[config.mk]
export PLATFORM = sky130hd
export DESIGN_NAME = windowed_sample_histogram_core
export DESIGN_NICKNAME = d
export VERILOG_FILES = /design/src/design/wsh_pkg.sv /design/src/design/wsh_ctrl.sv /design/src/design/wsh_datapath.sv /design/src/design/windowed_sample_histogram_core.sv
export SDC_FILE = /design/constraint.sdc
export NUM_CORES = 2
export LEC_CHECK = 0
export BUFFER_PORTS_ARGS = -buffer_cell sky130_fd_sc_hd__buf_2
export CAP_MARGIN = 10
export CORE_AREA = 5 5 408 309
export CTS_CLUSTER_SIZE = 12
export DETAILED_ROUTE_END_ITERATION = 7
export DIE_AREA = 0 0 413 314
export MAX_ROUTING_LAYER = met4
export PLACE_DENSITY = 0.65
export REMOVE_ABC_BUFFERS = 1
export SYNTH_ARGS = -nofsm -noshare
export SYNTH_HDL_FRONTEND = slang
export SYNTH_SLANG_ARGS = --single-unit
[constraint.sdc]
create_clock -name aclk -period 8.5 [get_ports aclk]
set_input_delay 0.425 -clock aclk [delete_from_list [all_inputs] [get_ports aclk]]
set_output_delay 0.425 -clock aclk [all_outputs]
set_load 0.03 [all_outputs]
[src/design/wsh_pkg.sv]
// package: widths, register indexes and control types of the windowed histogram
package wsh_pkg;

    localparam int NUM_BINS   = 16;
    localparam int BIN_W      = $clog2(NUM_BINS);
    localparam int SAMPLE_W   = 32;
    localparam int DIFF_W     = SAMPLE_W + 1;
    localparam int EDGE_W     = DIFF_W + $clog2(NUM_BINS);
    localparam int CNT_W      = 16;
    localparam int WIN_W      = 16;
    localparam int CFG_W      = 32;
    localparam int CFG_ADDR_W = 2;
    localparam int OUT_IDX_W  = 4;
    localparam int OUT_DATA_W = 24;
    localparam int IDX_EXT_W  = (BIN_W > OUT_IDX_W) ? BIN_W : OUT_IDX_W;

    localparam logic [CFG_ADDR_W-1:0] REG_MIN_VALUE   = 2'd0;
    localparam logic [CFG_ADDR_W-1:0] REG_MAX_VALUE   = 2'd1;
    localparam logic [CFG_ADDR_W-1:0] REG_WINDOW_SIZE = 2'd2;

    localparam logic signed [SAMPLE_W-1:0] MIN_RESET    = 32'sd0;
    localparam logic signed [SAMPLE_W-1:0] MAX_RESET    = 32'sd1310720000;
    localparam logic [WIN_W-1:0]           WINDOW_RESET = 16'd1024;

    localparam logic [BIN_W-1:0] LAST_BIN = BIN_W'(NUM_BINS - 1);

    typedef struct packed {
        logic capture;
        logic edge_en;
        logic cmp_en;
        logic update;
        logic rpt_load;
    } cmd_t;

    typedef struct packed {
        logic rpt_due;
        logic rpt_final;
        logic out_free;
    } sts_t;

    function automatic logic [OUT_IDX_W-1:0] bin_to_index(input logic [BIN_W-1:0] b);
        logic [IDX_EXT_W-1:0] t;
        t = IDX_EXT_W'(b);
        return t[OUT_IDX_W-1:0];
    endfunction

endpackage

[src/design/wsh_ctrl.sv]
// controller: sequences classify, count and report for one sample at a time
module wsh_ctrl (
    input  logic          aclk,
    input  logic          aresetn,
    input  logic          s_tvalid,
    output logic          s_tready,
    input  wsh_pkg::sts_t sts,
    output wsh_pkg::cmd_t cmd
);

    typedef enum logic [4:0] {
        S_IDLE = 5'b00001,
        S_EDGE = 5'b00010,
        S_CMP  = 5'b00100,
        S_UPD  = 5'b01000,
        S_RPT  = 5'b10000
    } state_t;

    state_t state_reg, state_next;

    always_ff @(posedge aclk) begin
        if (!aresetn) begin
            state_reg <= S_IDLE;
        end else begin
            state_reg <= state_next;
        end
    end

    assign s_tready = (state_reg == S_IDLE);

    always_comb begin
        state_next   = state_reg;
        cmd          = '0;
        unique case (state_reg)
            S_IDLE: begin
                if (s_tvalid) begin
                    cmd.capture = 1'b1;
                    state_next  = S_EDGE;
                end
            end
            S_EDGE: begin
                cmd.edge_en = 1'b1;
                state_next  = S_CMP;
            end
            S_CMP: begin
                cmd.cmp_en = 1'b1;
                state_next = S_UPD;
            end
            S_UPD: begin
                cmd.update = 1'b1;
                state_next = sts.rpt_due ? S_RPT : S_IDLE;
            end
            S_RPT: begin
                if (sts.out_free) begin
                    cmd.rpt_load = 1'b1;
                    if (sts.rpt_final) begin
                        state_next = S_IDLE;
                    end
                end
            end
            default: begin
                state_next = S_IDLE;
            end
        endcase
    end

endmodule

[src/design/wsh_datapath.sv]
// datapath: config registers, bin edge compare, bin counters and output register
module wsh_datapath (
    input  logic                              aclk,
    input  logic                              aresetn,
    input  logic                              cfg_we,
    input  logic [wsh_pkg::CFG_ADDR_W-1:0]    cfg_addr,
    input  logic [wsh_pkg::CFG_W-1:0]         cfg_wdata,
    input  logic [wsh_pkg::SAMPLE_W-1:0]      s_sample,
    input  logic                              s_last,
    input  wsh_pkg::cmd_t                     cmd,
    output wsh_pkg::sts_t                     sts,
    input  logic                              m_tready,
    output logic                              m_tvalid,
    output logic [wsh_pkg::OUT_IDX_W-1:0]     m_bin_index,
    output logic [wsh_pkg::CNT_W-1:0]         m_bin_count,
    output logic                              m_window_last
);

    localparam int NB = wsh_pkg::NUM_BINS;
    localparam int EW = wsh_pkg::EDGE_W;
    localparam logic signed [EW-1:0] NB_S = EW'(NB);

    logic signed [wsh_pkg::SAMPLE_W-1:0] min_reg;
    logic signed [wsh_pkg::SAMPLE_W-1:0] max_reg;
    logic [wsh_pkg::WIN_W-1:0]           window_reg;

    logic signed [EW-1:0] d_reg;
    logic signed [EW-1:0] r_reg;
    logic                 last_reg;
    logic signed [EW-1:0] edge_reg [NB];
    logic [wsh_pkg::BIN_W-1:0] bin_reg;

    logic [wsh_pkg::CNT_W-1:0] cnt_reg [NB];
    logic [wsh_pkg::WIN_W-1:0] win_cnt_reg;
    logic [wsh_pkg::BIN_W-1:0] rpt_idx_reg;

    logic                          out_valid_reg;
    logic [wsh_pkg::OUT_IDX_W-1:0] out_idx_reg;
    logic [wsh_pkg::CNT_W-1:0]     out_cnt_reg;
    logic                          out_last_reg;

    logic signed [wsh_pkg::DIFF_W-1:0] diff_s;
    logic signed [wsh_pkg::DIFF_W-1:0] diff_r;
    logic signed [EW-1:0]              d_next;
    logic signed [EW-1:0]              r_next;
    logic [wsh_pkg::BIN_W-1:0]         bin_next;
    logic [NB-1:0]                     le;
    logic [wsh_pkg::BIN_W-1:0]         cnt_addr;
    logic [wsh_pkg::CNT_W-1:0]         cnt_rd;
    logic [wsh_pkg::WIN_W-1:0]         win_inc;
    logic                              rpt_due;

    // config writes
    always_ff @(posedge aclk) begin
        if (!aresetn) begin
            min_reg    <= wsh_pkg::MIN_RESET;
            max_reg    <= wsh_pkg::MAX_RESET;
            window_reg <= wsh_pkg::WINDOW_RESET;
        end else if (cfg_we) begin
            unique case (cfg_addr)
                wsh_pkg::REG_MIN_VALUE:   min_reg    <= cfg_wdata[wsh_pkg::SAMPLE_W-1:0];
                wsh_pkg::REG_MAX_VALUE:   max_reg    <= cfg_wdata[wsh_pkg::SAMPLE_W-1:0];
                wsh_pkg::REG_WINDOW_SIZE: window_reg <= cfg_wdata[wsh_pkg::WIN_W-1:0];
                default: begin
                end
            endcase
        end
    end

    // scaled offset and range, exact in wide signed arithmetic
    assign diff_s = {s_sample[wsh_pkg::SAMPLE_W-1], s_sample}
                  - {min_reg[wsh_pkg::SAMPLE_W-1], min_reg};
    assign diff_r = {max_reg[wsh_pkg::SAMPLE_W-1], max_reg}
                  - {min_reg[wsh_pkg::SAMPLE_W-1], min_reg};
    assign d_next = EW'(diff_s) * NB_S;
    assign r_next = EW'(diff_r);

    always_ff @(posedge aclk) begin
        if (cmd.capture) begin
            d_reg    <= d_next;
            r_reg    <= r_next;
            last_reg <= s_last;
        end
    end

    // upper edge of every bin
    always_ff @(posedge aclk) begin
        if (cmd.edge_en) begin
            for (int i = 0; i < NB; i++) begin
                edge_reg[i] <= r_reg * EW'(i + 1);
            end
        end
    end

    // first bin whose edge is not below the sample
    always_comb begin
        for (int i = 0; i < NB; i++) begin
            le[i] = (d_reg <= edge_reg[i]);
        end
        bin_next = wsh_pkg::LAST_BIN;
        for (int i = NB - 1; i >= 0; i--) begin
            if (le[i]) begin
                bin_next = wsh_pkg::BIN_W'(i);
            end
        end
    end

    always_ff @(posedge aclk) begin
        if (cmd.cmp_en) begin
            bin_reg <= bin_next;
        end
    end

    assign cnt_addr = cmd.rpt_load ? rpt_idx_reg : bin_reg;
    assign cnt_rd   = cnt_reg[cnt_addr];
    assign win_inc  = win_cnt_reg + 1'b1;
    assign rpt_due  = last_reg || (win_inc >= window_reg);

    // bin counters, window count and report index
    always_ff @(posedge aclk) begin
        if (!aresetn) begin
            for (int i = 0; i < NB; i++) begin
                cnt_reg[i] <= '0;
            end
            win_cnt_reg <= '0;
            rpt_idx_reg <= '0;
        end else begin
            if (cmd.update) begin
                if (cnt_rd != {wsh_pkg::CNT_W{1'b1}}) begin
                    cnt_reg[cnt_addr] <= cnt_rd + 1'b1;
                end
                win_cnt_reg <= rpt_due ? '0 : win_inc;
            end
            if (cmd.rpt_load) begin
                cnt_reg[cnt_addr] <= '0;
                rpt_idx_reg <= (rpt_idx_reg == wsh_pkg::LAST_BIN) ? '0 : rpt_idx_reg + 1'b1;
            end
        end
    end

    // output register
    always_ff @(posedge aclk) begin
        if (!aresetn) begin
            out_valid_reg <= 1'b0;
        end else if (cmd.rpt_load) begin
            out_valid_reg <= 1'b1;
        end else if (m_tready) begin
            out_valid_reg <= 1'b0;
        end
    end

    always_ff @(posedge aclk) begin
        if (cmd.rpt_load) begin
            out_idx_reg  <= wsh_pkg::bin_to_index(rpt_idx_reg);
            out_cnt_reg  <= cnt_rd;
            out_last_reg <= (rpt_idx_reg == wsh_pkg::LAST_BIN);
        end
    end

    assign sts.rpt_due   = rpt_due;
    assign sts.rpt_final = (rpt_idx_reg == wsh_pkg::LAST_BIN);
    assign sts.out_free  = !out_valid_reg || m_tready;

    assign m_tvalid      = out_valid_reg;
    assign m_bin_index   = out_idx_reg;
    assign m_bin_count   = out_cnt_reg;
    assign m_window_last = out_last_reg;

endmodule

[src/design/windowed_sample_histogram_core.sv]
// top level: windowed histogram of Q16.16 samples over uniform bins
//
// input stream: s_tdata carries one signed Q16.16 sample per beat, s_tlast
// closes the current window early after that sample is counted.
// output stream: one beat per bin in index order during a report, with
// m_tlast on the final bin of the window.
// config port: cfg_we writes cfg_wdata into register cfg_addr
// (0 min_value, 1 max_value, 2 window_size); other indexes are ignored.
// each sample passes through capture, edge scaling, parallel edge
// compare and counter update; s_tready is high only between samples.
// a full or flushed window then emits NUM_BINS beats at one per cycle
// from the output register, after which the next sample is taken; the
// output register lets that sample enter while the final beat is pending.
// a stalled m_tready holds the current beat and pauses the report.
// reset clears all bin counters and the window count and restores the
// register defaults; no clearing pass is needed.
module windowed_sample_histogram_core (
    input  logic                              aclk,
    input  logic                              aresetn,
    input  logic                              s_tvalid,
    output logic                              s_tready,
    input  logic [wsh_pkg::SAMPLE_W-1:0]      s_tdata,   // [31:0] sample
    input  logic                              s_tlast,   // last_sample
    output logic                              m_tvalid,
    input  logic                              m_tready,
    output logic [wsh_pkg::OUT_DATA_W-1:0]    m_tdata,   // [3:0] bin_index, [19:4] bin_count
    output logic                              m_tlast,   // window_last
    input  logic                              cfg_we,
    input  logic [wsh_pkg::CFG_ADDR_W-1:0]    cfg_addr,
    input  logic [wsh_pkg::CFG_W-1:0]         cfg_wdata
);

    wsh_pkg::cmd_t cmd;
    wsh_pkg::sts_t sts;

    logic [wsh_pkg::OUT_IDX_W-1:0] bin_index;
    logic [wsh_pkg::CNT_W-1:0]     bin_count;

    wsh_ctrl u_ctrl (
        .aclk     (aclk),
        .aresetn  (aresetn),
        .s_tvalid (s_tvalid),
        .s_tready (s_tready),
        .sts      (sts),
        .cmd      (cmd)
    );

    wsh_datapath u_dp (
        .aclk          (aclk),
        .aresetn       (aresetn),
        .cfg_we        (cfg_we),
        .cfg_addr      (cfg_addr),
        .cfg_wdata     (cfg_wdata),
        .s_sample      (s_tdata),
        .s_last        (s_tlast),
        .cmd           (cmd),
        .sts           (sts),
        .m_tready      (m_tready),
        .m_tvalid      (m_tvalid),
        .m_bin_index   (bin_index),
        .m_bin_count   (bin_count),
        .m_window_last (m_tlast)
    );

    assign m_tdata = {{(wsh_pkg::OUT_DATA_W - wsh_pkg::OUT_IDX_W - wsh_pkg::CNT_W){1'b0}},
                      bin_count, bin_index};

endmodule

==> run metrics <==
status=completed; top area cells in the synthesized netlist=edfxtp_1 31%, ha_1 18%, fa_1 5.3%; area leader, netlist=edfxtp_1; number of clock sinks=728; M1 GR Usage=0.4245; Final Net Count=7258; Clock transition at path regs=roughly 0.06 ns; Worst R2R Path Depth=11; crit path kind=flop to flop; register area share after synthesis=0.3447; CTS tree=done; antenna viol nets, final=0; Slew headroom=0.04672; register-to-register setup slack=1.81 ns; vias per cell=just under 6; mapped cell area=between 60000 and 70000 sq um; IO Port Bufs=94; syn avg cell area=just over 10 sq um; initial antenna violation count=3; Post-synth EDFFs=622; CP delay by family, top=simple AND/OR/NAND/NOR gates; cts bufs inserted=between 80 and 90; Hold/Removal Path Class=input pin to flop; part of the cycle the worst path needs=0.7870; top achievable clock speed=149.5 MHz; Syn Inst Count=6001; Pleak=between 20 and 30 nW; detailed-router iteration count before antenna repair=6; worst-margin pin slew=1.415 ns; YS warnings=0; max cap viols=0; Final Max Tran Viols=0; fillers=10.74k; Worst Setup End Kind=flop; initial DRC count=4699; H-tree Lvls=3; total grt overflow=0; Placement Cell Area=62680 sq um; Yosys reg bits=728; Peak VDD IR=0.0002129 V; Horiz. Die Dim=413 microns; Initial Util=0.4966; hold path depth=4; via count=46.66k; worst skew pair latency=around 0.73 ns; GRT Total Usage=0.2829; synth-to-layout area growth=8.886%; FP Rows=111; Final Setup Violations=0; Sum Neg Setup Slack=0 ns; hpwl dp=141700 microns; deepest clock path buffer count=3; R2R Path End=u_dp.cnt_reg[4][9]; CP Data Arrival Time=7.00 ns; M3 GR Usage=0.07701; Die ar.=about 130000 sq um; largest net degree at the start of global routing=143; drt drc=0; share of layout cells above drive strength 1=0.07996; Setup Skew=roughly 0.053 ns; Final Cell Area=65710 sq um; slowest stage delay, CP=0.97 ns; vias in the first global route=~45k; cts repair resizes=0; hold_sp=s_tdata[0]; core area=121500 sq um; CP startpoint kind=flop; Largest register FFs=274; final hold violations=0; crit path cell chain=nor3_1 > nand3_1 > mux2i_1 > a41oi_1 > or4_1 > ha_1 > nor3b_1 > nand4_2 > a31oi_4 > or3_1 > nand2_1; footprint of the multi-input gates=35820 sq um; share of the synthesized area in the top cell type=0.3095; synth unique cells=slightly above 90; FF-to-FF Start=u_ctrl.state_reg[1]; post-CTS setup buffers=0; GPL Wtd Cong=~0.99; Sequential Area=20810 sq um; ys flop type=edfxtp_1; I/O pin cnt=99; RSZ-0062 raised after global routing=no; minimum clock period=6.690 ns; asr flop ratio synth=0; Crit-path slowest cell=mux2i_1; root buf cell=clkbuf_16; Power Dens Cells=267.1 nW/um^2; Hold EP=u_dp.d_reg[4]; drt wl/cell=22.95 microns; Die H=314 microns; Worst EP required=8.81 ns; Top Usage Layer GRT=met1; final WL=180000 microns; first-pass GRT wire length=around 270000 microns; Buf/Inv on CP=0; Global Route met2 Usage=0.3779; Critical Path Fanout Max=19
==> cell usage in the layout, fill, tap and decap left out, types with 83 or more instances in the layout <==
| cell type | count |
|---|---|
| edfxtp_1 | 622 |
| a21boi_0 | 89 |
| a21o_1 | 240 |
| buf_2 | 93 |
| ha_1 | 890 |
| nand4_1 | 112 |
| mux4_2 | 118 |
| fa_1 | 159 |
| clkbuf_16 | 83 |
| nand2_1 | 423 |
| nor2_1 | 440 |
| a21oi_1 | 333 |
| nor3_1 | 94 |
| inv_1 | 805 |
| o21ai_0 | 227 |
| dfxtp_1 | 104 |
| xnor2_1 | 223 |
| nand3_1 | 103 |
==> stage by stage <==
stage	cells	worst slack [ns]	hold WS [ns]	util	total power [W]
floorplan	5856	0.8467	0.4298	-	0.01150
CTS	7840	2.035	0.1457	0.5405	0.01748
global placement	7655	2.159	0.4226	0.5158	0.01367
finish	7843	1.810	0.1916	0.5407	0.01755
global route	7842	1.574	0.1838	0.5407	0.01884
detailed placement	7655	2.075	0.4221	0.5158	0.01378
==> worst min-delay path: cells and delay by family <==
family	cells	cell delay (ns)
buf+inv	3	0.17
fa+ha+maj	1	0.13
==> cell type report <==
cell class	count	share of cell area
multi-input cells	4321	0.5451
flip-flops and latches	728	0.3166
inverters	807	0.04610
clock buffers	113	0.03378
well taps	1638	0.03119
repair buffers	196	0.02045
clock inverters	38	0.006740
diodes	2	0.00007616
==> repair_timing <==
action	CTS	global route
hold buffers	34	0
endpoints found under the setup margin	0	0
endpoints found under the hold margin	81	0
==> worst max-delay path by stage <==
stage | start | end | slack [ns] | cells after the start
after floorplan | u_ctrl.state_reg[0] | u_ctrl.state_reg[2] | 0.85 | 3
after global placement | u_ctrl.state_reg[1] | u_dp.cnt_reg[4][9] | 2.16 | 11
after detailed placement | u_ctrl.state_reg[1] | u_dp.cnt_reg[4][12] | 2.07 | 11
after CTS | u_ctrl.state_reg[1] | u_dp.cnt_reg[4][12] | 2.03 | 11
after global routing | u_ctrl.state_reg[1] | u_dp.cnt_reg[4][12] | 1.57 | 11
final | u_ctrl.state_reg[1] | u_dp.cnt_reg[4][9] | 1.81 | 11
==> synth_stat cells (all sizes together) (21+ instances only) <==
cell / n
xnor2: 223
o21bai: 37
a21o: 240
dfxtp: 106
inv: 805
nor3: 97
or3: 30
xor2: 71
clkbuf: 73
fa: 159
o21ai: 231
o21a: 52
a31oi: 37
ha: 890
nor2b: 73
nor4: 21
a211oi: 59
and3: 32
nand3: 103
nand4: 113
o211ai: 32
nand2b: 64
nand2: 423
a21oi: 333
edfxtp: 622
a21boi: 89
nor2: 476
o31ai: 27
buf: 75
mux4: 118
==> logic make-up (layout without fill, tap and decap cells) <==
logic type,count (synthesis),count (layout),synth area share
and+or+nand+nor,1531,1531,0.1220
buffers and inverters,955,1154,0.06272
DFF,728,728,0.3447
xor gates and xnor gates,294,294,0.04267
AOI/OAI and AO/OA,1305,1305,0.1431
other,1,6,0.00006214
adders and majority gates,1049,1049,0.2373
muxes,138,138,0.04754
==> layer usage <==
layer / wire length, microns / vias up / part of all wire
met2: 70910 / 1987 / 0.39
met3: 20810 / 285 / 0.12
met1: 83970 / 22560 / 0.47
met4: 4301 / 0 / 0.024
li1: - / 21830 / -
met5: 0 / - / 0
==> power breakdown <==
| group | total [W] | internal, W | switching [W] |
|---|---|---|---|
| registers | 0.00480 | 0.00461 | 0.000184 |
| logic | 0.00916 | 0.00369 | 0.00547 |
| clock network | 0.00360 | 0.00201 | 0.00159 |
| total | 0.0176 | 0.0103 | 0.00724 |
Note: power is estimated with default switching activity, not from simulation.
